==> src/rtl/core/assert_macros.svh <==
// Assertion helpers shared by the RTL. Both sample on i_clk and are
// switched off while i_rst_n is low.
`ifndef ASSERT_MACROS_SVH
`define ASSERT_MACROS_SVH

// General property check.
`define ASSERT_AT_CLK(label, prop, msg) \
    label: assert property (@(posedge i_clk) disable iff (!i_rst_n) prop) \
        else $error(msg);

// A condition that must never be true at a clock edge.
`define ASSERT_NEVER(label, cond, msg) \
    label: assert property (@(posedge i_clk) disable iff (!i_rst_n) !(cond)) \
        else $error(msg);

`endif

==> src/rtl/core/tpag_pkg.sv <==
package tpag_pkg;

    localparam int NUM_AXES = 4;
    // Leading NUM_AXES - MAX_RANK input axes always count as size 1.
    localparam int MAX_RANK = 4;

    localparam int DIM_W    = 13;
    localparam int COORD_W  = 12;
    localparam int IDX_W    = 48;
    localparam int BYTE_W   = 51;
    localparam int BYTES_W  = 4;
    localparam int ORDER_W  = 8;
    localparam int STRIDE_W = 37;
    localparam int ADDR_W   = 5;
    localparam int DATA_W   = 32;
    localparam int Q_DEPTH  = 4;

    typedef enum logic [2:0] {
        REG_DIM0       = 3'd0,
        REG_DIM1       = 3'd1,
        REG_DIM2       = 3'd2,
        REG_DIM3       = 3'd3,
        REG_AXIS_ORDER = 3'd4,
        REG_ELEM_BYTES = 3'd5
    } t_reg_idx;

    typedef struct packed {
        logic [NUM_AXES-1:0][COORD_W-1:0]  coord;
        logic [IDX_W-1:0]                  dst;
        logic                              last;
    } t_entry;

    // Geometry derived from the registers, indexed by output axis.
    typedef struct packed {
        logic [NUM_AXES-1:0][DIM_W-1:0]    odim;
        logic [NUM_AXES-1:0][STRIDE_W-1:0] ostride;
        logic [BYTES_W-1:0]                bytes;
        logic                              busy;
    } t_geom;

endpackage

==> src/rtl/core/tpag_cfg.sv <==
module tpag_cfg (
    input  logic                         i_clk,
    input  logic                         i_rst_n,
    input  logic                         psel,
    input  logic                         penable,
    input  logic                         pwrite,
    input  logic [tpag_pkg::ADDR_W-1:0]  paddr,
    input  logic [tpag_pkg::DATA_W-1:0]  pwdata,
    output logic [tpag_pkg::DATA_W-1:0]  prdata,
    output tpag_pkg::t_geom              o_geom
);
    import tpag_pkg::*;

    localparam logic [ORDER_W-1:0] ORDER_RESET = 8'd228;
    localparam logic [BYTES_W-1:0] BYTES_RESET = 4'd4;
    localparam logic [DIM_W-1:0]   DIM_MAX     = 13'd4096;
    localparam logic [2:0]         FIRST_AXIS  = 3'(NUM_AXES - MAX_RANK);

    logic [NUM_AXES-1:0][DIM_W-1:0]    r_dim;
    logic [ORDER_W-1:0]                r_order;
    logic [BYTES_W-1:0]                r_bytes;
    logic [DIM_W-1:0]                  r_stride2;
    logic [2*DIM_W-2:0]                r_stride1;
    logic [STRIDE_W-1:0]               r_stride0;
    logic [1:0]                        r_settle;

    logic                              w_wr;
    logic [2:0]                        w_index;
    logic [NUM_AXES-1:0][DIM_W-1:0]    w_eff;
    logic [NUM_AXES-1:0][STRIDE_W-1:0] w_stride;
    logic [BYTES_W-1:0]                w_bytes;
    logic [2*DIM_W-1:0]                w_prod1;
    logic [STRIDE_W:0]                 w_prod0;

    assign w_wr    = psel && penable && pwrite;
    assign w_index = paddr[ADDR_W-1:2];

    always_comb begin
        for (int a = 0; a < NUM_AXES; a++) begin
            if (3'(a) < FIRST_AXIS) begin
                w_eff[a] = 13'd1;
            end else if (r_dim[a] == '0) begin
                w_eff[a] = 13'd1;
            end else if (r_dim[a] > DIM_MAX) begin
                w_eff[a] = DIM_MAX;
            end else begin
                w_eff[a] = r_dim[a];
            end
        end
    end

    always_comb begin
        if (r_bytes == '0) begin
            w_bytes = 4'd1;
        end else if (r_bytes > 4'd8) begin
            w_bytes = 4'd8;
        end else begin
            w_bytes = r_bytes;
        end
    end

    // Row-major strides are recomputed after a write by a registered chain, one
    // multiplier per stage.
    assign w_prod1 = w_eff[2] * w_eff[3];
    assign w_prod0 = r_stride1 * w_eff[1];

    assign w_stride[0] = r_stride0;
    assign w_stride[1] = STRIDE_W'(r_stride1);
    assign w_stride[2] = STRIDE_W'(r_stride2);
    assign w_stride[3] = STRIDE_W'(1);

    always_comb begin
        for (int j = 0; j < NUM_AXES; j++) begin
            o_geom.odim[j]    = w_eff[r_order[2*j +: 2]];
            o_geom.ostride[j] = w_stride[r_order[2*j +: 2]];
        end
        o_geom.bytes = w_bytes;
        o_geom.busy  = (r_settle != 2'd0);
    end

    always_ff @(posedge i_clk) begin
        if (!i_rst_n) begin
            r_dim     <= {NUM_AXES{13'd1}};
            r_order   <= ORDER_RESET;
            r_bytes   <= BYTES_RESET;
            r_stride2 <= 13'd1;
            r_stride1 <= 25'd1;
            r_stride0 <= 37'd1;
            r_settle  <= 2'd0;
        end else begin
            r_stride2 <= w_eff[3];
            r_stride1 <= w_prod1[2*DIM_W-2:0];
            r_stride0 <= w_prod0[STRIDE_W-1:0];
            if (w_wr) begin
                r_settle <= 2'd2;
                case (w_index)
                    REG_DIM0:       r_dim[0] <= pwdata[DIM_W-1:0];
                    REG_DIM1:       r_dim[1] <= pwdata[DIM_W-1:0];
                    REG_DIM2:       r_dim[2] <= pwdata[DIM_W-1:0];
                    REG_DIM3:       r_dim[3] <= pwdata[DIM_W-1:0];
                    REG_AXIS_ORDER: r_order  <= pwdata[ORDER_W-1:0];
                    REG_ELEM_BYTES: r_bytes  <= pwdata[BYTES_W-1:0];
                    default:        ;
                endcase
            end else if (r_settle != 2'd0) begin
                r_settle <= r_settle - 2'd1;
            end
        end
    end

    always_comb begin
        case (w_index)
            REG_DIM0:       prdata = DATA_W'(r_dim[0]);
            REG_DIM1:       prdata = DATA_W'(r_dim[1]);
            REG_DIM2:       prdata = DATA_W'(r_dim[2]);
            REG_DIM3:       prdata = DATA_W'(r_dim[3]);
            REG_AXIS_ORDER: prdata = DATA_W'(r_order);
            REG_ELEM_BYTES: prdata = DATA_W'(r_bytes);
            default:        prdata = '0;
        endcase
    end

endmodule

==> config.mk <==
export PLATFORM = sky130hd
export DESIGN_NAME = tpag_cfg
export DESIGN_NICKNAME = d
export VERILOG_FILES = /design/src/rtl/core/assert_macros.svh /design/src/rtl/core/tpag_pkg.sv /design/src/rtl/core/tpag_cfg.sv
export SDC_FILE = /design/constraint.sdc
export NUM_CORES = 2
export LEC_CHECK = 0
export BUFFER_PORTS_ARGS = -buffer_cell sky130_fd_sc_hd__buf_4
export CAP_MARGIN = 0
export CORE_MARGIN = 5
export CORE_UTILIZATION = 40
export CTS_BUF_LIST = sky130_fd_sc_hd__clkbuf_8
export DETAILED_ROUTE_END_ITERATION = 12
export GPL_TIMING_DRIVEN = 0
export SYNTH_ARGS = -nofsm -noshare
export SYNTH_HDL_FRONTEND = slang
export SYNTH_SLANG_ARGS = --single-unit
==> constraint.sdc <==
create_clock -name i_clk -period 12.18 [get_ports i_clk]
set_input_delay 0.609 -clock i_clk [delete_from_list [all_inputs] [get_ports i_clk]]
set_output_delay 0.609 -clock i_clk [all_outputs]
set_load 0.02 [all_outputs]
==> metrics.txt <==
result of the run finished clean; number of synthesized register bits 141; final setup violation count 0; WL met1 35,300 um; routed wire length 87,900 um; Final TNS setup 0 ps; first-pass GRT wire length 134,000 um; WP data arrival 8540 ps; Syn. warnings 0; Via Count 21,700; CTS root buffer clkbuf_8; worst hold start pwdata[10]; worst-margin pin slew 1460 ps; Avg WL per Cell 22.0 um; Seq/Total Area, Yosys 0.116; pwr/cell area 36.2 mW/mm^2; hold crit path type input port to register; Total Routing Usage GR 0.265; IO Port Bufs 234; headroom to the max-slew limit 0.0239; hold depth 3; hpwl dp 72,400 um; Post-synth EDFFs 0; TritonCTS clock tree yes; Peak VDD IR 0.0520 mV; core area 0.0604 sq mm; TritonCTS buffer count 17; Setup WS post-layout 4080 ps; Clock Skews 48.8 ps; detailed-router iteration count before antenna repair 7; NetSw 0.349 mW; Setup crit start kind register; synthesized area per cell 8.33 sq um; Synth area leaders fa_1, dfxtp_1, ha_1; Vias/cell 5.43; Post-CTS Setup Inserts 0; capturing element type of the critical path register; max frequency 0.124 GHz; met2 wire len 38,900 um; largest net degree at the start of global routing 18; RR Endpoint r_stride0[33]; I/O pin count 279; CP max-delay cell clkbuf_1; Setup Slack @ Placement 4310 ps; Min-Delay Endpoint r_dim[23]; gpl congestion 1.02; final critical-path share of the clock period 0.665; leakage 13.5 nW; Skew-Pair Late Insertion Delay 550 ps; RSZ-0062 raised after global routing false; Tmin final 8100 ps; met3 WL 9260 um; Antenna Nets Post-Route 0; Final nets 3,761; area of the mapped netlist 0.0244 sq mm; Synth area leader fa_1; # resized after CTS 0; DRT iter0 DRCs 2,181; H-tree Lvls 4; sw frac 0.349; # rows 90; die area 0.0660 sq mm; drt drc 0; Synth cell types 61; worst-path cell chain clkbuf_1, nor2b_1, clkbuf_1, clkbuf_1, nand2_1, fa_1, fa_1, inv_1, fa_1, fa_1, inv_1, fa_1, inv_1, ha_1, a21oi_2, nand2_1, o21ai_1, nor2_1, a221oi_2, o31ai_1, a21oi_1, mux2i_1; fraction of layout cells with a size suffix above 1 0.116; worst r2r path cells 22; Worst path most repeated cell fa_1; WHS 353 ps; flop2flop setup slack 4080 ps; CTS Sinks 141; Final Max Tran Viols 0; die height 257 um; GRT overflow 0; Layout area overhead 13.2%; Worst-path clk slew 110 ps; Hold-fix buffers, CTS 0; Clock power frac 0.424; Fin. Hold Viols 0; maxcap violations 0; initial antenna violation count 3; async set or reset register ratio after synthesis 0; clock buffer depth 2; dominant synthesized flop cell dfxtp_1; r2r startpoint r_dim[25]; Internal Pwr Total 0.651 mW; Reg power frac 0.468; Setup CP Type register to register; number of global-route vias before repair 21,600; CP Data Required Time 12,630 ps; Synth Instances 2,928; CP max FO 11; die span in x 257 um; Max Used Layer met4; Starting Density 0.404; top cell type's share of synthesized area 0.305; Comb pwr share 0.108; Critical Path Max Stage Delay 760 ps
[power groups by stage]
stage | sequential, mW | combinational (mW) | clock, mW
floorplan | 0.476 | 0.0586 | 0
global placement | 0.478 | 0.104 | 0
detailed placement | 0.478 | 0.104 | 0
CTS | 0.468 | 0.104 | 0.425
global route | 0.468 | 0.113 | 0.440
finish | 0.468 | 0.108 | 0.424
[stage by stage]
| step | cell area, sq um | total power, mW | util | std cells |
|---|---|---|---|---|
| floorplan | 24500 | 0.535 | - | 2946 |
| global placement | 27200 | 0.582 | 0.451 | 3962 |
| detailed placement | 27200 | 0.582 | 0.451 | 3962 |
| CTS | 27600 | 0.997 | 0.457 | 3994 |
| global route | 27600 | 1.02 | 0.458 | 3995 |
| finish | 27600 | 1.00 | 0.458 | 3997 |
[critical path: cells and delay by family, from the launching register on]
kind | cells | cell delay (ps)
muxes | 1 | 220
adders and majority gates | 6 | 2850
DFF | 1 | 430
AOI/OAI and AO/OA | 5 | 1760
and+or+nand+nor | 4 | 700
buffers and inverters | 6 | 2030
[sequential cells by signal, summed over array words and instances (netlist names)]
name       count
r_order        8
r_settle       2
r_stride0     37
r_stride1     25
r_bytes        4
r_stride2     13
r_dim         52
[cells in the final DEF (no fill, tap or decap), types with 7 or more instances in the layout]
master    count
nand2_1     478
inv_1       471
fa_1        372
buf_4       253
and2_1      252
nor2_1      181
clkbuf_1    173
ha_1        148
dfxtp_1     141
mux2i_1     109
a21oi_1      96
o21ai_0      73
nor2b_1      66
mux4_2       57
xnor2_1      25
nand2b_1     24
a21o_1       23
nand3_1      22
conb_1       19
nor3_1       17
xor2_1       17
clkbuf_8     17
buf_1        15
nor4_1       13
a31oi_1      13
a22oi_1      12
mux2_2       10
and3_1       10
o22ai_1       9
a211oi_1      9
or2_2         7
o211ai_1      7
[cells by family (layout without fill, tap and decap cells)]
kind of cell	count (synthesis)	in the layout	share of synthesized area
compound gates	276	276	0.0674
xor+xnor	42	42	0.0151
fa+ha+maj	520	520	0.381
buf+inv	684	950	0.108
flops	141	141	0.116
mux	177	177	0.102
other cells	1	22	0.000154
simple gates	1087	1087	0.210
[layer usage]
| layer | vias to the layer above | global-route usage |
|---|---|---|
| li1 | 9576 | - |
| met1 | 10800 | 0.354 |
| met2 | 1103 | 0.410 |
| met3 | 197 | 0.0696 |
| met4 | 0 | 0.110 |
| met5 | - | 0 |
[synth_stat cells (7+ instances only)]
| cell | number |
|---|---|
| nand2_1 | 478 |
| inv_1 | 471 |
| fa_1 | 372 |
| and2_1 | 252 |
| nor2_1 | 181 |
| clkbuf_1 | 174 |
| ha_1 | 148 |
| dfxtp_1 | 141 |
| mux2i_1 | 109 |
| a21oi_1 | 96 |
| o21ai_0 | 73 |
| nor2b_1 | 66 |
| mux4_2 | 57 |
| xnor2_1 | 25 |
| nand2b_1 | 24 |
| a21o_1 | 23 |
| nand3_1 | 22 |
| buf_4 | 19 |
| nor3_1 | 17 |
| xor2_1 | 17 |
| buf_1 | 16 |
| a31oi_1 | 13 |
| nor4_1 | 13 |
| a22oi_1 | 12 |
| and3_1 | 10 |
| mux2_2 | 10 |
| a211oi_1 | 9 |
| o22ai_1 | 9 |
| o211ai_1 | 7 |
| or2_2 | 7 |
[worst max-delay path by stage]
stage	startpoint	endpoint	slack, ps
final	r_dim[25]	r_stride0[33]	4080
after global routing	r_dim[25]	r_stride0[30]	3940
after CTS	r_dim[25]	r_stride0[34]	4250
after detailed placement	r_dim[25]	r_stride0[34]	4310
after global placement	r_dim[25]	r_stride0[34]	4230
after floorplan	r_dim[25]	r_stride0[35]	6320
[area by class of cell]
class / instances / area (sq um)
clock buffers: 17 / 234
inverters: 472 / 1770
diodes: 3 / 7.51
flip-flops and latches: 141 / 2820
clock inverters: 15 / 171
plain buffers: 212 / 873
repair buffers: 234 / 1760
fillers: 6047 / 32700
well taps: 782 / 978
multi-input cells: 2121 / 19000
No activity file was read; power rests on OpenSTA's default activity.
