==> src/rtl/core/assert_macros.svh <==
// Assertion helpers shared by the RTL. Both sample on i_clk and are
// switched off while i_rst_n is low.
`ifndef ASSERT_MACROS_SVH
`define ASSERT_MACROS_SVH

// General property check.
`define ASSERT_AT_CLK(label, prop, msg) \
    label: assert property (@(posedge i_clk) disable iff (!i_rst_n) prop) \
        else $error(msg);

// A condition that must never be true at a clock edge.
`define ASSERT_NEVER(label, cond, msg) \
    label: assert property (@(posedge i_clk) disable iff (!i_rst_n) !(cond)) \
        else $error(msg);

`endif

==> src/rtl/core/tpag_pkg.sv <==
package tpag_pkg;

    localparam int NUM_AXES = 4;
    // Leading NUM_AXES - MAX_RANK input axes always count as size 1.
    localparam int MAX_RANK = 4;

    localparam int DIM_W    = 13;
    localparam int COORD_W  = 12;
    localparam int IDX_W    = 48;
    localparam int BYTE_W   = 51;
    localparam int BYTES_W  = 4;
    localparam int ORDER_W  = 8;
    localparam int STRIDE_W = 37;
    localparam int ADDR_W   = 5;
    localparam int DATA_W   = 32;
    localparam int Q_DEPTH  = 4;

    typedef enum logic [2:0] {
        REG_DIM0       = 3'd0,
        REG_DIM1       = 3'd1,
        REG_DIM2       = 3'd2,
        REG_DIM3       = 3'd3,
        REG_AXIS_ORDER = 3'd4,
        REG_ELEM_BYTES = 3'd5
    } t_reg_idx;

    typedef struct packed {
        logic [NUM_AXES-1:0][COORD_W-1:0]  coord;
        logic [IDX_W-1:0]                  dst;
        logic                              last;
    } t_entry;

    // Geometry derived from the registers, indexed by output axis.
    typedef struct packed {
        logic [NUM_AXES-1:0][DIM_W-1:0]    odim;
        logic [NUM_AXES-1:0][STRIDE_W-1:0] ostride;
        logic [BYTES_W-1:0]                bytes;
        logic                              busy;
    } t_geom;

endpackage

==> src/rtl/core/tpag_front.sv <==
module tpag_front (
    input  logic              i_clk,
    input  logic              i_rst_n,
    input  logic              i_in_valid,
    output logic              o_in_ready,
    input  logic              i_restart,
    input  tpag_pkg::t_geom   i_geom,
    input  logic              i_full,
    output logic              o_push,
    output tpag_pkg::t_entry  o_entry
);
    import tpag_pkg::*;

    logic [NUM_AXES-1:0][COORD_W-1:0] r_coord;
    logic [IDX_W-1:0]                 r_dst;

    logic [NUM_AXES-1:0][COORD_W-1:0] w_base;
    logic [IDX_W-1:0]                 w_base_dst;
    logic [NUM_AXES-1:0][COORD_W-1:0] n_coord;
    logic [IDX_W-1:0]                 n_dst;
    logic [NUM_AXES-1:0]              w_room;
    logic                             w_last;
    logic                             w_carry;

    assign o_in_ready = !i_full && !i_geom.busy;
    assign o_push     = i_in_valid && o_in_ready;

    assign w_base     = i_restart ? '0 : r_coord;
    assign w_base_dst = i_restart ? '0 : r_dst;

    // An axis has room when its coordinate is short of the end; a
    // coordinate at or past the end wraps to zero on a carry.
    always_comb begin
        for (int k = 0; k < NUM_AXES; k++) begin
            w_room[k] = ({1'b0, w_base[k]} + 13'd1) < i_geom.odim[k];
        end
    end

    assign w_last = (w_room == '0);

    always_comb begin
        w_carry = 1'b1;
        for (int k = NUM_AXES - 1; k >= 0; k--) begin
            if (w_carry) begin
                if (w_room[k]) begin
                    n_coord[k] = w_base[k] + 12'd1;
                    w_carry    = 1'b0;
                end else begin
                    n_coord[k] = '0;
                end
            end else begin
                n_coord[k] = w_base[k];
            end
        end
    end

    assign n_dst = w_last ? '0 : w_base_dst + 48'd1;

    assign o_entry.coord = w_base;
    assign o_entry.dst   = w_base_dst;
    assign o_entry.last  = w_last;

    always_ff @(posedge i_clk) begin
        if (!i_rst_n) begin
            r_coord <= '0;
            r_dst   <= '0;
        end else if (o_push) begin
            r_coord <= n_coord;
            r_dst   <= n_dst;
        end
    end

endmodule

==> config.mk <==
export PLATFORM = sky130hd
export DESIGN_NAME = tpag_front
export DESIGN_NICKNAME = d
export VERILOG_FILES = /design/src/rtl/core/assert_macros.svh /design/src/rtl/core/tpag_pkg.sv /design/src/rtl/core/tpag_front.sv
export SDC_FILE = /design/constraint.sdc
export NUM_CORES = 1
export LEC_CHECK = 0
export BUFFER_PORTS_ARGS = -buffer_cell sky130_fd_sc_hd__buf_2
export CAP_MARGIN = 25
export CELL_PAD_IN_SITES_DETAIL_PLACEMENT = 1
export CELL_PAD_IN_SITES_GLOBAL_PLACEMENT = 1
export CORE_ASPECT_RATIO = 0.5
export CORE_MARGIN = 5
export CORE_UTILIZATION = 34
export CTS_CLUSTER_DIAMETER = 40
export DETAILED_ROUTE_END_ITERATION = 12
export PLACE_DENSITY_LB_ADDON = 0.1
export SKIP_LAST_GASP = 1
export SLEW_MARGIN = 20
export SYNTH_ARGS = -nofsm -noshare
export SYNTH_HDL_FRONTEND = slang
export SYNTH_SLANG_ARGS = --single-unit
export TNS_END_PERCENT = 1
==> constraint.sdc <==
create_clock -name i_clk -period 8 [get_ports i_clk]
set_input_delay 1.6 -clock i_clk [delete_from_list [all_inputs] [get_ports i_clk]]
set_output_delay 1.6 -clock i_clk [all_outputs]
set_load 0.005 [all_outputs]
==> results of run 1 <==
[through the flow]
| stage | util, % | setup slack [ns] | power (µW) | hold slack (ns) |
|---|---|---|---|---|
| 2_1_floorplan | - | 0.689 | 544 | 0.432 |
| 6_report | 41.5 | 1.19 | 994 | 0.456 |
| 3_5_place_dp | 40.2 | 1.21 | 585 | 0.449 |
| 5_1_grt | 41.5 | 0.907 | 1040 | 0.486 |
| 4_1_cts | 41.5 | 1.18 | 1010 | 0.460 |
| 3_3_place_gp | 40.1 | 1.27 | 581 | 0.442 |
[registers in the layout, indices dropped and copies added (netlist names)]
| name | flops |
|---|---|
| r_coord | 48 |
| r_dst | 48 |
[logic make-up (layout without fill, tap and decap cells)]
logic type	Yosys count	count (layout)	share of synthesized area (%)
simple gates	450	450	33.0
compound gates	211	211	19.3
flops	96	96	26.4
mux	8	8	1.15
buf+inv	110	249	5.89
xor+xnor	43	43	5.17
fa+ha+maj	53	53	9.11
[power by group through the flow]
stage / registers [µW] / clock network, µW / logic [µW]
after floorplan: 491 / 0 / 53.7
after global placement: 491 / 0 / 89.6
after detailed placement: 491 / 0 / 93.4
after CTS: 480 / 438 / 94.0
after global routing: 480 / 455 / 104
final: 480 / 422 / 92.3
[how the worst min path moves through the flow]
stage | end | slack, ns
after global routing | r_dst[39] | 0.49
final | r_dst[39] | 0.46
after floorplan | r_dst[39] | 0.43
after detailed placement | r_dst[39] | 0.45
after global placement | r_dst[39] | 0.44
after CTS | r_dst[39] | 0.46
[per-layer routing]
metal,up-vias,part of all wire [%],global-route usage [%]
li1,3709,-,-
met1,3710,48,26.7
met2,103,48,35.3
met3,11,3.2,3.79
met4,0,0.74,3.03
met5,-,0,0
[worst max-delay path, delay by kind of cell]
kind / cells / cell delay [ns]
muxes: 1 / 0.23
AOI/OAI and AO/OA: 2 / 0.72
and+or+nand+nor: 5 / 1.44
adders and majority gates: 1 / 0.35
buffers and inverters: 5 / 0.85
[cell type report]
| type | count | area share [%] |
|---|---|---|
| Sequential cell | 96 | 22.3 |
| Clock inverter | 4 | 0.348 |
| Inverter | 61 | 2.65 |
| Tap cell | 273 | 3.96 |
| Timing Repair Buffer | 173 | 10.6 |
| Multi-Input combinational cell | 765 | 57.4 |
| Clock buffer | 11 | 2.81 |
[synth_stat cells, drive strengths merged, types with 6 or more instances]
master and count:
nor4 7, nand3 49, a22o 9, inv 59
nor2 87, nand4 27, and2 9, a21oi 56
and3 17, dfxtp 96, xnor2 10, nor3 15
o21ai 41, a22oi 29, ha 53, nand2 103
buf 9, a31oi 13, or3 6, a21o 12
nor2b 90, xor2 33, clkbuf 40
[cells in the final DEF (no fill, tap or decap), types with 6 or more instances in the layout]
master	count
sky130_fd_sc_hd__a21o_1	12
sky130_fd_sc_hd__a21oi_1	56
sky130_fd_sc_hd__a22o_1	9
sky130_fd_sc_hd__a22oi_1	29
sky130_fd_sc_hd__a31oi_1	12
sky130_fd_sc_hd__and2_1	7
sky130_fd_sc_hd__and3_1	17
sky130_fd_sc_hd__buf_2	155
sky130_fd_sc_hd__buf_4	16
sky130_fd_sc_hd__clkbuf_16	9
sky130_fd_sc_hd__dfxtp_1	96
sky130_fd_sc_hd__ha_1	53
sky130_fd_sc_hd__inv_1	58
sky130_fd_sc_hd__nand2_1	102
sky130_fd_sc_hd__nand3_1	49
sky130_fd_sc_hd__nand4_1	26
sky130_fd_sc_hd__nor2_1	86
sky130_fd_sc_hd__nor2b_1	90
sky130_fd_sc_hd__nor3_1	14
sky130_fd_sc_hd__o21ai_0	39
sky130_fd_sc_hd__or3_1	6
sky130_fd_sc_hd__xnor2_1	10
sky130_fd_sc_hd__xor2_1	33
==> impl_metrics.yaml, run 1 <==
outcome:
  outcome: "finished, final reports clean"
cts:
  cts_num_sinks: 96
  worstSkewPairLatency_ns: 0.36
  cts_post_setup_buffers_inserted: 0
  tritoncts: "built"
  clock_path_buffers: 2
  cts_inserted_buffers: 9
  clk_root_buffer_cell: "sky130_fd_sc_hd__clkbuf_16"
  post_cts_resized: 0
  clkTransAtPathRegs_ns: 0.07
  post_cts_hold_buffer_count: 0
  cts_max_level: 3
die:
  die_area_um2: 24600
  placeableCoreArea_um2: 20800
  initial_utilization_pct: 35.0
  io-pin-count: 309
  placement_rows: 37
  die_h_um: 113
  fp.dieW_um: 217
pwr:
  peakVddDrop_v: 0.0000888
  power.leakage_uw: 0.00400
  power_density_nw_per_um2: 115
  power_frac_clock_pct: 42.4
  power.share.sequential_pct: 48.3
  sw_frac_of_total_pct: 26.6
  switching_power_uw: 265
  cell_internal_power_dissipation_uw: 729
  combinationalPowerShare_pct: 9.3
sta:
  skew_ns: 0.00811
  worst_slew_pin_slew_ns: 0.984
  setup_total_negative_slack_ns: 0
  max-slew-margin-rel_pct: 34.1
  final-setup-viol-count: 0
  slew_violations: 0
  clock.fmax_mhz: 147
  rsz0062_at_grt: "no"
  final-hold-violation-count: 0
  final.min_clock_period_ns: 6.81
  timing.final.crit_share_pct: 85.2
route:
  post_route_drc: 0
  avgViaCountPerCell: 5.45
  drt_pre_antenna_iters: 4
  route.antenna.remaining_nets: 0
  detail_route.wirelength_um: 24600
  drtIter0Drc: 378
  wire_per_inst_um: 17.8
  route.vias.total: 7533
setup_path:
  worst_path_largest_cell_delay_ns: 0.62
  crit-reg2reg-launch: "r_coord[24]"
  logic_depth_of_the_worst_register_to_register_path: 17
  crit_end: "o_entry[0]"
  worst_path_max_delay_cell: "sky130_fd_sc_hd__nor4_1"
  critPathLaunch: "i_restart"
  path_common_cell: "sky130_fd_sc_hd__buf_4"
  startpoint_class: "primary input"
  worst_ep_arrival_time_ns: 5.21
  reg2reg_setup_slack_ns: 3.22
  cp_cell_sequence: "buf_4 -> buf_4 -> nand2b_1 -> nor4_1 -> mux2i_1 -> ha_1 -> nand4_1 -> o221a_2 -> nor2_1 -> a2bb2oi_1 -> nand3_1 -> buf_4 -> inv_1 -> buf_2"
  setup.worst_path.end_class: "output port"
  crit-reg2reg-capture: "r_dst[8]"
  required_ns: 6.40
  worst-setup-path-type: "in -> out"
  critical_path.max_fanout: 29
yosys:
  synth_cells: 971
  seq_area_frac_synth_pct: 26.4
  syn-num-nets: 1234
  leading_area_contributor_after_synthesis: "sky130_fd_sc_hd__dfxtp_1"
  warnings_synthesis: 0
  mappedNetlistArea_um2: 7280
  yosys-top-cells-area: "sky130_fd_sc_hd__dfxtp_1 (26%), sky130_fd_sc_hd__ha_1 (9.1%), sky130_fd_sc_hd__nor2b_1 (7.7%), sky130_fd_sc_hd__nand2_1 (5.3%), sky130_fd_sc_hd__nor2_1 (4.5%)"
  synth_edf_count: 0
  postSynth.topFlopCell: "sky130_fd_sc_hd__dfxtp_1"
  ys_async_sr_fraction_pct: 0
  avgSynthCellArea_um2: 7.50
  postSynthRegisterBits: 96
  synthDominantCellAreaShare_pct: 26.4
  yosys.cell_types.count: 73
placed_design:
  dp_cells: 1367
  io_buffer_count: 156
  gp_congestion: 0.798
  post_detailed_placement_half_perimeter_wirelength_um: 18400
  detailed_place.area_um2: 8350
finish:
  n_fill_cell: 2601
  finish.instance_area_um2: 8630
  layout-drive-gt1-share_pct: 18.9
  multi_input_comb_area_um2: 4950
  final_net_count: 1369
  n_antenna_cell: 0
  layout.cells.non_filler: 1383
  flow.area_growth_from_synthesis_pct: 18.5
  regArea_um2: 1920
global_routing:
  grt_max_degree: 60
  groute.usage.overall_pct: 20.2
  grt_overflow: 0
  number_of_global_route_vias_before_repair: 7922
  antenna_found_initial: 0
  grt_pass1_wl_um: 41100
run:
  maxCapViolCount: 0
worst_hold_path:
  hold_path_class: "reg -> reg"
  min-delay-start: "r_dst[39]"
  holdPathStages: 1
No activity file was read; power rests on OpenSTA's default activity.
==> run 2, diff against run 1 <==
- CORE_UTILIZATION: 34 -> 35
- CTS_BUF_LIST: unset -> sky130_fd_sc_hd__clkbuf_4
==> impl_metrics.yaml, run 2 (same netlist as run 1, synthesis figures left out) <==
outcome:
  outcome: "finished, final reports clean"
die:
  die_h_um: 112
  fp.dieW_um: 214
  die_area_um2: 24000
  io-pin-count: 309
  placeableCoreArea_um2: 20500
  placement_rows: 37
  initial_utilization_pct: 35.5
setup_path:
  setup.worst_path.end_class: "output port"
  critical_path.max_fanout: 46
  worst-setup-path-type: "in -> out"
  required_ns: 6.40
  startpoint_class: "primary input"
  worst_ep_arrival_time_ns: 5.20
route:
  drt_pre_antenna_iters: 5
  post_route_drc: 0
  route.antenna.remaining_nets: 0
  wire_per_inst_um: 17.7
  detail_route.wirelength_um: 24400
  avgViaCountPerCell: 5.45
  drtIter0Drc: 333
  route.vias.total: 7533
sta:
  final-setup-viol-count: 0
  slew_violations: 0
  final.min_clock_period_ns: 6.80
  clock.fmax_mhz: 147
  max-slew-margin-rel_pct: 30.1
  skew_ns: 0.0396
  timing.final.crit_share_pct: 85.0
  final-hold-violation-count: 0
  worst_slew_pin_slew_ns: 1.04
  setup_total_negative_slack_ns: 0
  rsz0062_at_grt: "no"
placed_design:
  io_buffer_count: 156
  post_detailed_placement_half_perimeter_wirelength_um: 18200
  gp_congestion: 0.778
global_routing:
  grt_max_degree: 55
  grt_pass1_wl_um: 39900
  globalRouteMet1Util_pct: 26.0
  busiest_layer: "met2"
  antenna_found_initial: 0
  number_of_global_route_vias_before_repair: 7821
  groute.usage.overall_pct: 19.9
  grt.met2_usage_pct: 35.5
  grt_overflow: 0
  grt_use_met3_pct: 3.48
cts:
  clk_root_buffer_cell: "sky130_fd_sc_hd__clkbuf_4"
  worstSkewPairLatency_ns: 0.50
  cts_inserted_buffers: 9
  cts_num_sinks: 96
  clkTransAtPathRegs_ns: 0.16
  cts_max_level: 3
  tritoncts: "built"
  cts_post_setup_buffers_inserted: 0
  post_cts_hold_buffer_count: 0
  post_cts_resized: 0
  clock_path_buffers: 2
pwr:
  sw_frac_of_total_pct: 29.3
  power_density_nw_per_um2: 101
  power.leakage_uw: 0.00394
  combinationalPowerShare_pct: 10.7
  cell_internal_power_dissipation_uw: 608
  switching_power_uw: 252
  peakVddDrop_v: 0.0000596
  power.share.sequential_pct: 55.9
  power_frac_clock_pct: 33.4
finish:
  final_net_count: 1368
  layout-drive-gt1-share_pct: 18.8
  layout.cells.most_common: "sky130_fd_sc_hd__buf_2"
  largest_registers: "r_coord (48), r_dst (48)"
  layout_common_cells: "sky130_fd_sc_hd__buf_2 (155), sky130_fd_sc_hd__nand2_1 (102), sky130_fd_sc_hd__dfxtp_1 (96), sky130_fd_sc_hd__nor2b_1 (90), sky130_fd_sc_hd__nor2_1 (86)"
  finalCoreUtilization_pct: 41.4
  flow.area_growth_from_synthesis_pct: 16.5
  n_antenna_cell: 0
run:
  maxCapViolCount: 0
worst_hold_path:
  hold_path_class: "reg -> reg"
## run 2: power by group through the flow
stage / Clock [µW] / Combinational, µW / Sequential (µW)
final: 287 / 92.1 / 481
after detailed placement: 0 / 93.5 / 491
after global placement: 0 / 89.8 / 491
after CTS: 299 / 93.8 / 481
after floorplan: 0 / 53.7 / 491
after global routing: 321 / 104 / 482
## run 2: layout make-up
| type | instances | area (µm²) |
|---|---|---|
| clock buffer | 10 | 75.1 |
| multi-input combinational | 765 | 4960 |
| fill | 2668 | 12000 |
| inverter | 61 | 229 |
| clock inverter | 5 | 55.1 |
| tap | 273 | 342 |
| timing repair buffer | 172 | 903 |
| sequential | 96 | 1920 |
## run 2: path summary, 6_finish.rpt
kind | cells past startpoint | from | to | slack [ns]
setup / recovery | 17 | i_restart | o_entry[0] | 1.20
hold / removal | 2 | r_coord[42] | r_coord[42] | 0.47
setup reg to reg | 16 | r_coord[24] | r_dst[30] | 3.23
hold reg to reg | 2 | r_coord[42] | r_coord[42] | 0.47
## run 2: per-layer routing
layer | wire length (µm) | up-vias
li1 | - | 3726
met1 | 11700 | 3690
met2 | 11800 | 104
met3 | 772 | 13
met4 | 157 | 0
met5 | 0 | -
## run 2: worst max-delay path: stages
cell	delay, ns
sky130_fd_sc_hd__buf_4	0.25
sky130_fd_sc_hd__nor2b_1	0.23
sky130_fd_sc_hd__ha_1	0.28
sky130_fd_sc_hd__nand4b_1	0.17
sky130_fd_sc_hd__nor4bb_1	0.49
sky130_fd_sc_hd__and3_1	0.25
sky130_fd_sc_hd__and3_1	0.20
sky130_fd_sc_hd__xor2_1	0.10
sky130_fd_sc_hd__ha_1	0.31
sky130_fd_sc_hd__nand4_1	0.11
sky130_fd_sc_hd__nor3_1	0.23
sky130_fd_sc_hd__a21oi_1	0.15
sky130_fd_sc_hd__a2bb2oi_1	0.28
sky130_fd_sc_hd__nand3_1	0.12
sky130_fd_sc_hd__buf_4	0.21
sky130_fd_sc_hd__inv_1	0.06
sky130_fd_sc_hd__buf_2	0.10
## run 2: metrics by stage
stage / worst slack [ns] / power, µW / std cells / area, µm² / hold slack (ns)
2_1_floorplan: 0.689 / 544 / 971 / 7280 / 0.432
6_report: 1.20 / 860 / 1382 / 8480 / 0.467
4_1_cts: 1.19 / 874 / 1381 / 8480 / 0.471
5_1_grt: 0.906 / 906 / 1382 / 8480 / 0.490
3_3_place_gp: 1.22 / 581 / 1366 / 8350 / 0.441
3_5_place_dp: 1.20 / 585 / 1366 / 8350 / 0.451
