==> src/rtl/core/assert_macros.svh <==
// Assertion helpers shared by the RTL. Both sample on i_clk and are
// switched off while i_rst_n is low.
`ifndef ASSERT_MACROS_SVH
`define ASSERT_MACROS_SVH

// General property check.
`define ASSERT_AT_CLK(label, prop, msg) \
    label: assert property (@(posedge i_clk) disable iff (!i_rst_n) prop) \
        else $error(msg);

// A condition that must never be true at a clock edge.
`define ASSERT_NEVER(label, cond, msg) \
    label: assert property (@(posedge i_clk) disable iff (!i_rst_n) !(cond)) \
        else $error(msg);

`endif

==> src/rtl/core/tpag_pkg.sv <==
package tpag_pkg;

    localparam int NUM_AXES = 4;
    // Leading NUM_AXES - MAX_RANK input axes always count as size 1.
    localparam int MAX_RANK = 4;

    localparam int DIM_W    = 13;
    localparam int COORD_W  = 12;
    localparam int IDX_W    = 48;
    localparam int BYTE_W   = 51;
    localparam int BYTES_W  = 4;
    localparam int ORDER_W  = 8;
    localparam int STRIDE_W = 37;
    localparam int ADDR_W   = 5;
    localparam int DATA_W   = 32;
    localparam int Q_DEPTH  = 4;

    typedef enum logic [2:0] {
        REG_DIM0       = 3'd0,
        REG_DIM1       = 3'd1,
        REG_DIM2       = 3'd2,
        REG_DIM3       = 3'd3,
        REG_AXIS_ORDER = 3'd4,
        REG_ELEM_BYTES = 3'd5
    } t_reg_idx;

    typedef struct packed {
        logic [NUM_AXES-1:0][COORD_W-1:0]  coord;
        logic [IDX_W-1:0]                  dst;
        logic                              last;
    } t_entry;

    // Geometry derived from the registers, indexed by output axis.
    typedef struct packed {
        logic [NUM_AXES-1:0][DIM_W-1:0]    odim;
        logic [NUM_AXES-1:0][STRIDE_W-1:0] ostride;
        logic [BYTES_W-1:0]                bytes;
        logic                              busy;
    } t_geom;

endpackage

==> src/rtl/core/tpag_fifo.sv <==
module tpag_fifo #(
    parameter int DEPTH = tpag_pkg::Q_DEPTH
) (
    input  logic              i_clk,
    input  logic              i_rst_n,
    input  logic              i_push,
    input  tpag_pkg::t_entry  i_data,
    output logic              o_full,
    input  logic              i_pop,
    output tpag_pkg::t_entry  o_data,
    output logic              o_empty
);
    import tpag_pkg::*;

    localparam int PTR_W = (DEPTH > 1) ? $clog2(DEPTH) : 1;
    localparam int CNT_W = $clog2(DEPTH + 1);
    localparam logic [PTR_W-1:0] PTR_LAST = PTR_W'(DEPTH - 1);
    localparam logic [CNT_W-1:0] CNT_FULL = CNT_W'(DEPTH);

    t_entry           r_mem [DEPTH];
    logic [PTR_W-1:0] r_wr_ptr;
    logic [PTR_W-1:0] r_rd_ptr;
    logic [CNT_W-1:0] r_count;

    assign o_full  = (r_count == CNT_FULL);
    assign o_empty = (r_count == '0);
    assign o_data  = r_mem[r_rd_ptr];

    always_ff @(posedge i_clk) begin
        if (i_push) begin
            r_mem[r_wr_ptr] <= i_data;
        end
    end

    always_ff @(posedge i_clk) begin
        if (!i_rst_n) begin
            r_wr_ptr <= '0;
            r_rd_ptr <= '0;
            r_count  <= '0;
        end else begin
            if (i_push) begin
                r_wr_ptr <= (r_wr_ptr == PTR_LAST) ? '0 : r_wr_ptr + 1'b1;
            end
            if (i_pop) begin
                r_rd_ptr <= (r_rd_ptr == PTR_LAST) ? '0 : r_rd_ptr + 1'b1;
            end
            if (i_push && !i_pop) begin
                r_count <= r_count + 1'b1;
            end else if (i_pop && !i_push) begin
                r_count <= r_count - 1'b1;
            end
        end
    end

endmodule

==> config.mk <==
export PLATFORM = sky130hd
export DESIGN_NAME = tpag_fifo
export DESIGN_NICKNAME = d
export VERILOG_FILES = /design/src/rtl/core/assert_macros.svh /design/src/rtl/core/tpag_pkg.sv /design/src/rtl/core/tpag_fifo.sv
export SDC_FILE = /design/constraint.sdc
export NUM_CORES = 1
export LEC_CHECK = 0
export BUFFER_PORTS_ARGS = -buffer_cell sky130_fd_sc_hd__buf_4
export CAP_MARGIN = 20
export CORE_UTILIZATION = 40
export DETAILED_ROUTE_END_ITERATION = 6
export GPL_TIMING_DRIVEN = 0
export MAX_ROUTING_LAYER = met4
export PLACE_DENSITY_LB_ADDON = 0.08
export SLEW_MARGIN = 20
export SYNTH_ARGS = -nofsm -noshare
export SYNTH_HDL_FRONTEND = slang
export SYNTH_SLANG_ARGS = --single-unit
==> constraint.sdc <==
create_clock -name i_clk -period 6.7 [get_ports i_clk]
set_input_delay 1.005 -clock i_clk [delete_from_list [all_inputs] [get_ports i_clk]]
set_output_delay 1.005 -clock i_clk [all_outputs]
set_load 0.02 [all_outputs]
==> results of run 1 <==
-- worst max-delay path: stages (launching register included) --
cell     delay, ns
dfxtp_1       0.31
buf_2         0.27
buf_2         0.33
buf_2         0.33
mux4_2        0.36
buf_4         0.18
-- routing by layer --
| layer | GRT usage (%) | up-vias | wire length [µm] | part of all wire (%) |
|---|---|---|---|---|
| li1 | - | 2885 | - | - |
| met1 | 19.4 | 3360 | 11300 | 41 |
| met2 | 25.7 | 178 | 14000 | 50 |
| met3 | 4.46 | 44 | 1990 | 7.2 |
| met4 | 4.09 | 0 | 506 | 1.8 |
| met5 | - | - | 0 | 0 |
-- layout by cell type (no fill, tap or decap), drive strengths merged --
cell	n
buf	223
clkbuf	63
edfxtp	388
ha	6
and2	5
or3	1
clkinv	16
nor2b	5
o21a	1
xor2	1
mux2i	4
a21boi	1
dfxtp	9
inv	4
mux4	97
nor3	2
bufinv	3
nor2	1
fa	1
xnor2	1
nor3b	1
o21ai	1
-- sequential cells by signal (all words and copies together), names as in the netlist, named ones only --
register / flops
r_count: 3
r_mem: 388
r_wr_ptr: 2
r_rd_ptr: 2
-- logic make-up after synthesis --
group	count (synthesis)	synth area share, %
AND/OR/NAND/NOR	15	0.624
buffers and inverters	26	1.13
AO/OA/AOI/OAI	3	0.139
adder cells (fa/ha/maj)	7	0.658
multiplexers	101	15.4
flip-flops	397	81.9
XOR/XNOR	2	0.121
-- worst max-delay path by stage --
stage	start	slack (ns)	end
finish	flop	3.39	o_data[52]
global route	flop	3.27	o_data[52]
CTS	flop	3.30	o_data[52]
detailed placement	flop	3.86	o_data[52]
global placement	i_push	0.96	r_mem[0][62]
floorplan	i_push	2.99	r_mem[0][0]
-- power by group --
part | internal (W) | switching, W | total, W | leakage (nW)
Combinational | 0.000280 | 0.000325 | 0.000605 | 1.80
Clock | 0.00139 | 0.000886 | 0.00227 | 0.683
Sequential | 0.00285 | 0.0000255 | 0.00287 | 3.64
Total | 0.00451 | 0.00124 | 0.00575 | 6.12
-- final cells by class --
class                      count  share of cell area, %
sequential                   397                   65.4
multi-input combinational    128                   13.6
timing repair buffer         207                   9.31
clock buffer                  57                   6.75
tap                          461                   3.19
clock inverter                19                  0.878
buffer                        22                  0.823
inverter                       4                 0.0830
-- through the flow --
stage / area [µm²] / std cells
2_1_floorplan: 14400 / 551
5_1_grt: 18100 / 1295
6_report: 18100 / 1295
3_3_place_gp: 16500 / 1211
3_5_place_dp: 16700 / 1219
4_1_cts: 18100 / 1295
==> reports/qor.txt, run 1 <==
Status -> finished clean
Reg-to-Reg End -> r_mem[3][57]
Antenna Cells -> 0
GRT overflow -> 0
Cell count after synthesis -> 551
Async set or reset register ratio after synthesis -> 0%
Syn Nets -> 659
CORE AREA -> 35600 µm²
GP Congestion -> 0.724
Area delta synth->final -> 25.3%
Initial Util -> 40.6%
WP data required -> 5.69 ns
First-pass GRT wire length -> 41500 µm
Worst Hold End -> r_count[2]
Clk_skew -> 0.0124 ns
Final WL -> 27900 µm
Clk root buf -> clkbuf_16
DRT iter0 DRCs -> 256
Layout Utilization -> 50.9%
Most area-consuming cells after synthesis -> edfxtp_1 (81%), mux4_2 (15%), dfxtp_1 (1.2%)
WL per Instance -> 21.5 µm
Vias in the first global route -> 7147
DP Wirelength -> 17900 µm
Hold Path Depth -> 2
TritonCTS buffer count -> 42
Maximum clock frequency -> 0.302 GHz
Count leader, synth -> edfxtp_1
Synth Register Bits -> 397
Final Hold Viols -> 0
R2R cell count -> 3
Tightest Pin Transition -> 0.688 ns
Final Cycle Share -> 49.4%
EDFF count, synth -> 388
Clk slew on worst S/H paths -> 0.06 ns
DRC -> 0
Maxcap violations -> 0
Worst EP arrival -> 2.30 ns
Primary FF master, synth -> edfxtp_1
CTS max path bufs -> 3
WS Path Type -> reg -> out
Via count -> 6467
Unique masters post-synth -> 22
Vias per Instance -> 4.99
Post-layout nets -> 910
Netlist Area Pre-Place -> 14400 µm²
PostCTS Resize Cnt -> 0
Postcts setup bufs -> 0
Clock latency at the later pin of the worst-skew pair -> 0.53 ns
Clk sinks -> 397
Layout cells sized above 1 -> 46.0%
Worst hold slack -> 0.532 ns
Relative slew slack -> 54.1%
Worst min-delay path startpoint -> r_count[2]
Area occupied by multi-input gates -> 2460 µm²
Antenna violations before repair -> 0
Leak -> 6.12 nW
Post-CTS Hold Fix Bufs -> 0
Sequential Area -> 11800 µm²
Worst setup SP type -> flop
Post-layout worst setup margin -> 3.39 ns
CP Capture Type -> primary output
Pre-CTS WS -> 3.86 ns
CTS tree -> built
Worst vdd ir -> 0.223 mV
Worst min-delay path class -> reg -> reg
Fill cells -> 2868
Yosys warnings -> 0
Synth Area per Inst -> 26.2 µm²
Row count -> 69
Total power -> 0.00575 W
Reg2reg start -> r_wr_ptr[0]
Seq/Total Area, Yosys -> 81.9%
CP max FO -> 10
RSZ-0062 raised after global routing -> false
Fin. max-slew vios -> 0
CTS H-tree lvls -> 2
Yosys top cell area share -> 80.7%
Post-route ant nets -> 0
IO Pins -> 200
Die Span X -> 192 µm
Die Y -> 192 µm
Port Buffer Count -> 199
Setup TNS Final -> 0 ns
Total GRT Usage -> 15.8%
Largest net degree at the start of global routing -> 42
Most frequent cells after synthesis -> edfxtp_1 (388), mux4_2 (97), buf_2 (11)
PwrDens -> 318 nW/µm²
Final setup vio count -> 0
Dominant cell type by area after synthesis -> edfxtp_1
Pre-Repair DR Iteration Count -> 4
Total die area -> 36900 µm²
R2R setup slack -> 4.94 ns
Fin crit period -> 3.31 ns
Note: power is estimated with default switching activity, not from simulation.
==> run 2: changes to the inputs <==
Clock period 6.7 ns to 2.7 ns, I/O delays scaled along.
==> run 2 against run 1 <==
Net effect: die area unchanged; cell count down 0.31%; critical path depth is the same; via count barely moved; count of clock-buffer cells in the layout down 6; first-iteration DRC count grew 55%; critical path type unchanged; critical endpoint is now o_data[71]; highest routed layer unchanged.
==> reports/qor.txt, run 2 (synthesized netlist as in run 1, its figures left out) <==
Fin. max-slew vios -> 0 (unchanged)
CTS tree -> built
Row count -> 69 (unchanged)
CTS H-tree lvls -> 2 (unchanged)
Critical path's slowest cell -> mux4_2
Most flop-heavy register -> r_mem
Vias in the first global route -> 7130 (-0.24%)
Worst min-delay path class -> in -> reg
IO Pins -> 200 (unchanged)
Vias per Instance -> 5.01 (+0.25%)
Final Cycle Share -> 95.0%
Critical path, cell by cell -> buf_2 -> buf_2 -> buf_4 -> mux4_2 -> buf_4
R2R setup slack -> 0.84 ns (-4.10 ns)
Commonest non-fill, non-tap cell in the layout -> edfxtp_1
Worst setup SP type -> flop
Post-layout worst setup margin -> 0.135 ns (-3.26 ns)
Worst EP arrival -> 2.16 ns (-0.14 ns)
Via count -> 6463 (-0.062%)
Reg-to-Reg End -> r_mem[3][43]
Setup TNS Final -> 0 ns (unchanged)
Pre-CTS WS -> 0.529 ns (-3.33 ns)
WP data required -> 2.30 ns (-3.39 ns)
Top layer in use -> met4
Antenna violations before repair -> 0 (unchanged)
Clock latency at the later pin of the worst-skew pair -> 0.54 ns (about the same)
WS Path Type -> reg -> out
Placed cell areas -> 16700 µm² (-0.13%)
Postcts setup bufs -> 0 (unchanged)
CP max FO -> 10 (unchanged)
Max FFs per register -> 388 (unchanged)
GRT overflow -> 0 (unchanged)
CORE AREA -> 35600 µm² (unchanged)
Maxcap violations -> 0 (unchanged)
Post-route ant nets -> 0 (unchanged)
Layout Utilization -> 50.5% (-0.38 points)
Post-layout nets -> 909 (-0.11%)
DP Wirelength -> 16900 µm (-5.4%)
WP depth -> 5 (unchanged)
Die Y -> 192 µm (unchanged)
Met3 WL post-DR -> 1850 µm (-7.2%)
Worst vdd ir -> 0.493 mV (+120%)
Worst setup path end -> o_data[71]
Largest net degree at the start of global routing -> 38 (-9.5%)
Pre-Repair DR Iteration Count -> 6 (+2)
GP Congestion -> 0.702 (-3.1%)
WL per Instance -> 21.2 µm (-1.5%)
CP Capture Type -> primary output
Port Buffer Count -> 199 (unchanged)
Layout cells sized above 1 -> 46.1% (+0.10 points)
First-pass GRT wire length -> 40800 µm (-1.6%)
Total die area -> 36900 µm² (unchanged)
Post-CTS Hold Fix Bufs -> 0 (unchanged)
Area delta synth->final -> 24.4%
Fill cells -> 2885 (+0.59%)
Clk root buf -> clkbuf_16
WP buf/inv -> 4 (unchanged)
DRT iter0 DRCs -> 397 (+55%)
Tightest Pin Transition -> 0.646 ns (-0.0423 ns)
Regs by FF count -> r_mem (388), r_count (3)
Status -> finished clean
Die Span X -> 192 µm (unchanged)
CTS max path bufs -> 3 (unchanged)
Reg2reg start -> r_wr_ptr[0]
Most frequent cells in the layout -> edfxtp_1 (388), buf_4 (202), mux4_2 (97)
Relative slew slack -> 56.9% (+2.8 points)
Clk_skew -> 0.00963 ns (-0.00277 ns)
Final WL -> 27400 µm (-1.8%)
Final setup vio count -> 0 (unchanged)
TritonCTS buffer count -> 41 (-2.4%)
Maximum clock frequency -> 0.390 GHz
Leak -> 6.06 nW (-0.98%)
M1 WL -> 11100 µm (-1.7%)
Fin crit period -> 2.57 ns
CP delay by family, top -> buffers and inverters
Post-route cell area -> 18000 µm² (-0.74%)
Final Hold Viols -> 0 (unchanged)
Total GRT Usage -> 15.5% (-0.21 points)
Clk slew on worst S/H paths -> 0.06 ns (about the same)
Worst min-delay path startpoint -> i_data[31]
Initial Util -> 40.6% (unchanged)
Met2 WL post-DR -> 13800 µm (-1.7%)
RSZ-0062 raised after global routing -> false
PwrDens -> 772 nW/µm² (+140%)
Total power -> 0.0139 W (+140%)
R2R cell count -> 3 (unchanged)
DRC -> 0 (unchanged)
Antenna Cells -> 0 (unchanged)
Clk sinks -> 397 (unchanged)
CP max stage delay -> 0.33 ns (-0.03 ns)
run 2: final cells by class:
class / count / area [µm²] / share of cell area [%]
Buffer: 22 / 163 / 0.906
Clock buffer: 51 / 1110 / 6.16
Clock inverter: 21 / 149 / 0.829
Inverter: 4 / 15.0 / 0.0836
Multi-Input combinational cell: 128 / 2460 / 13.7
Sequential cell: 397 / 11800 / 65.9
Tap cell: 461 / 577 / 3.21
Timing Repair Buffer: 207 / 1660 / 9.25
run 2: per-layer routing:
layer	track usage (%)	up-vias
li1	-	2868
met1	18.9	3377
met2	24.9	175
met3	4.59	43
met4	5.27	0
met5	-	-
run 2: metrics by stage:
stage,hold slack (ns),instances
2_1_floorplan,0.472,551
4_1_cts,0.0221,1291
3_3_place_gp,0.486,1211
3_5_place_dp,0.544,1219
5_1_grt,0.0316,1291
6_report,0.0590,1291
run 2: worst min path at each step:
stage | cells after the start | end
after floorplan | 2 | r_count[2]
after global placement | 2 | r_count[2]
after detailed placement | 2 | r_count[2]
after CTS | 1 | r_mem[0][24]
after global routing | 1 | r_mem[3][51]
final | 1 | r_mem[0][31]
run 2: what timing repair did:
action                     4_1_cts  5_1_grt
pin swaps                        0        0
setup endpoints to repair       32       36
resized for setup                4        8
run 2: report_power, final:
group	switching (W)	internal [W]	leakage [nW]
clock	0.00216	0.00308	0.615
combinational	0.000796	0.000693	1.81
sequential	0.0000623	0.00706	3.64
==> run 3: changes to the inputs <==
==> constraint.sdc (replaced) <==
create_clock -name i_clk -period 2.4 [get_ports i_clk]
set_input_delay 0.36 -clock i_clk [delete_from_list [all_inputs] [get_ports i_clk]]
set_output_delay 0.36 -clock i_clk [all_outputs]
set_load 0.05 [all_outputs]
==> run 3 against run 2 <==
Net effect: worst setup slack worse by 0.12 ns; clock power up 13%; combinational power up 70%; global-route usage up 0.35 points; total power up 19%; first-iteration DRC count down 0.50%; clock skew up 0.0038 ns; sequential cell count unchanged; wire length up 2.4%; critical path depth unchanged; largest power group unchanged.
==> reports/qor.txt, run 3 (synthesized netlist as in run 1, its figures left out) <==
Via count -> 6869 (+6.3%)
Fin cells -> 1392 (+7.8%)
Clk sinks -> 397 (unchanged)
First-pass GRT wire length -> 42100 µm (+3.1%)
TritonCTS buffer count -> 41 (unchanged)
CTS max path bufs -> 3 (unchanged)
Worst setup SP type -> flop
Total GRT Usage -> 15.9% (+0.35 points)
Largest net degree at the start of global routing -> 38 (unchanged)
WL per Instance -> 20.1 µm (-5.0%)
DP Wirelength -> 16900 µm (unchanged)
Fin crit period -> 2.38 ns
Relative slew slack -> 56.3% (-0.66 points)
Final setup vio count -> 0 (unchanged)
Die Span X -> 192 µm (unchanged)
Initial Util -> 40.6% (unchanged)
Post-route cell area -> 19400 µm² (+8.1%)
CP max FO -> 10 (unchanged)
Total die area -> 36900 µm² (unchanged)
RSZ-0062 raised after global routing -> true
Leak -> 6.64 nW (+9.5%)
Dpl cells -> 1219 (unchanged)
DRC -> 0 (unchanged)
Tightest Pin Transition -> 0.656 ns (+0.00989 ns)
Worst min-delay path class -> in -> reg
Vias in the first global route -> 7559 (+6.0%)
Final Cycle Share -> 99.2%
Post-layout nets -> 1009 (+11%)
Clock latency at the later pin of the worst-skew pair -> 0.54 ns (about the same)
Clk slew on worst S/H paths -> 0.06 ns (about the same)
GP Congestion -> 0.702 (unchanged)
Most frequent cells in the layout -> edfxtp_1 (388), buf_4 (131), mux4_2 (97)
WS Path Type -> reg -> out
Fin. max-slew vios -> 0 (unchanged)
Final WL -> 28000 µm (+2.4%)
DRT iter0 DRCs -> 395 (-0.50%)
Port Buffer Count -> 199 (unchanged)
Clk root buf -> clkbuf_16
Status -> finished clean
CTS H-tree lvls -> 2 (unchanged)
Placed cell areas -> 16700 µm² (unchanged)
Worst EP arrival -> 2.02 ns (-0.14 ns)
Vias per Instance -> 4.93 (-1.4%)
Area delta synth->final -> 34.4%
Antenna violations before repair -> 1 (+1)
Final Hold Viols -> 0 (unchanged)
Most flop-heavy register -> r_mem
CTS tree -> built
Regs by FF count -> r_mem (388), r_count (3)
Commonest non-fill, non-tap cell in the layout -> edfxtp_1
CORE AREA -> 35600 µm² (unchanged)
IO Pins -> 200 (unchanged)
Maximum clock frequency -> 0.420 GHz
Max FFs per register -> 388 (unchanged)
Fill cells -> 2754 (-4.5%)
GRT overflow -> 0 (unchanged)
Worst vdd ir -> 0.574 mV (+17%)
CP Capture Type -> primary output
Pre-Repair DR Iteration Count -> 7 (+1)
Post-route ant nets -> 0 (unchanged)
PwrDens -> 848 nW/µm² (+9.9%)
Row count -> 69 (unchanged)
Clk_skew -> 0.0134 ns (+0.00379 ns)
WP data required -> 2.04 ns (-0.26 ns)
Layout cells sized above 1 -> 42.3% (-3.9 points)
Maxcap violations -> 0 (unchanged)
Die Y -> 192 µm (unchanged)
-- run 3: cell types whose count changed in the layout (fill, tap and decap cells not counted), moves of 2 or more --
cell,delta
buf_4,-71
buf_12,+9
clkbuf_16,+2
buf_6,+77
buf_8,-2
dlygate4sd3_1,+92
buf_2,-8
-- run 3: per-layer routing --
metal  global-route usage [%]  vias up  part of all wire [%]
li1                         -     3074                     -
met4                     5.42        0                   2.1
met1                     19.4     3574                    41
met2                     25.7      176                    51
met3                     4.18       45                   6.2
met5                        -        -                     0
-- run 3: final timing paths --
| check | start | end | slack [ns] | depth (start not counted) |
|---|---|---|---|---|
| max | flop | o_data[17] | 0.02 | 5 |
| min | i_data[82] | r_mem[3][82] | 0.03 | 1 |
| max reg2reg | r_wr_ptr[0] | r_mem[3][43] | 0.54 | 3 |
| min reg2reg | r_count[2] | r_count[2] | 0.56 | 2 |
-- run 3: layout make-up --
type                    instances  area, µm²  area share (%)
inverters                       4       15.0          0.0774
well taps                     461        577            2.97
multi-input cells             128       2460            12.7
flip-flops and latches        397      11800            61.0
clock inverters                21        149           0.767
clock buffers                  51       1110            5.70
repair buffers                307       3010            15.5
diodes                          1       2.50          0.0129
plain buffers                  22        262            1.35
-- run 3: power breakdown --
part	leakage, nW	internal, W	switching [W]
sequential	3.64	0.00794	0.0000705
combinational	2.38	0.00106	0.00149
clock	0.615	0.00347	0.00244
total	6.64	0.0125	0.00400
-- run 3: worst max-delay path, cell delays in order, from the launching register on --
cell and delay (ns):
dfxtp_2 0.32, buf_6 0.13, buf_12 0.15, buf_12 0.16, mux4_2 0.53, buf_6 0.18
-- run 3: metrics by stage --
| stage | setup WS [ns] | utilization, % | total power (W) | setup TNS [ns] | hold WS (ns) |
|---|---|---|---|---|---|
| floorplan | 0.208 | - | 0.00961 | 0 | 0.459 |
| global placement | -0.805 | 46.4 | 0.0103 | -305.06 | 0.486 |
| detailed placement | 0.241 | 46.9 | 0.0104 | 0 | 0.544 |
| CTS | -0.0431 | 54.4 | 0.0167 | -0.989 | 0.000142 |
| global route | -0.0629 | 54.6 | 0.0170 | -2.71 | 0.00487 |
| finish | 0.0191 | 54.6 | 0.0165 | 0 | 0.0328 |
-- run 3: timing repair --
action                                  4_1_cts  5_1_grt
endpoints found under the hold margin       362        0
setup buffers                                 4        1
gates cloned                                  1        2
resized for setup                           115        1
endpoints found under the setup margin       91       85
hold buffers                                 92        0
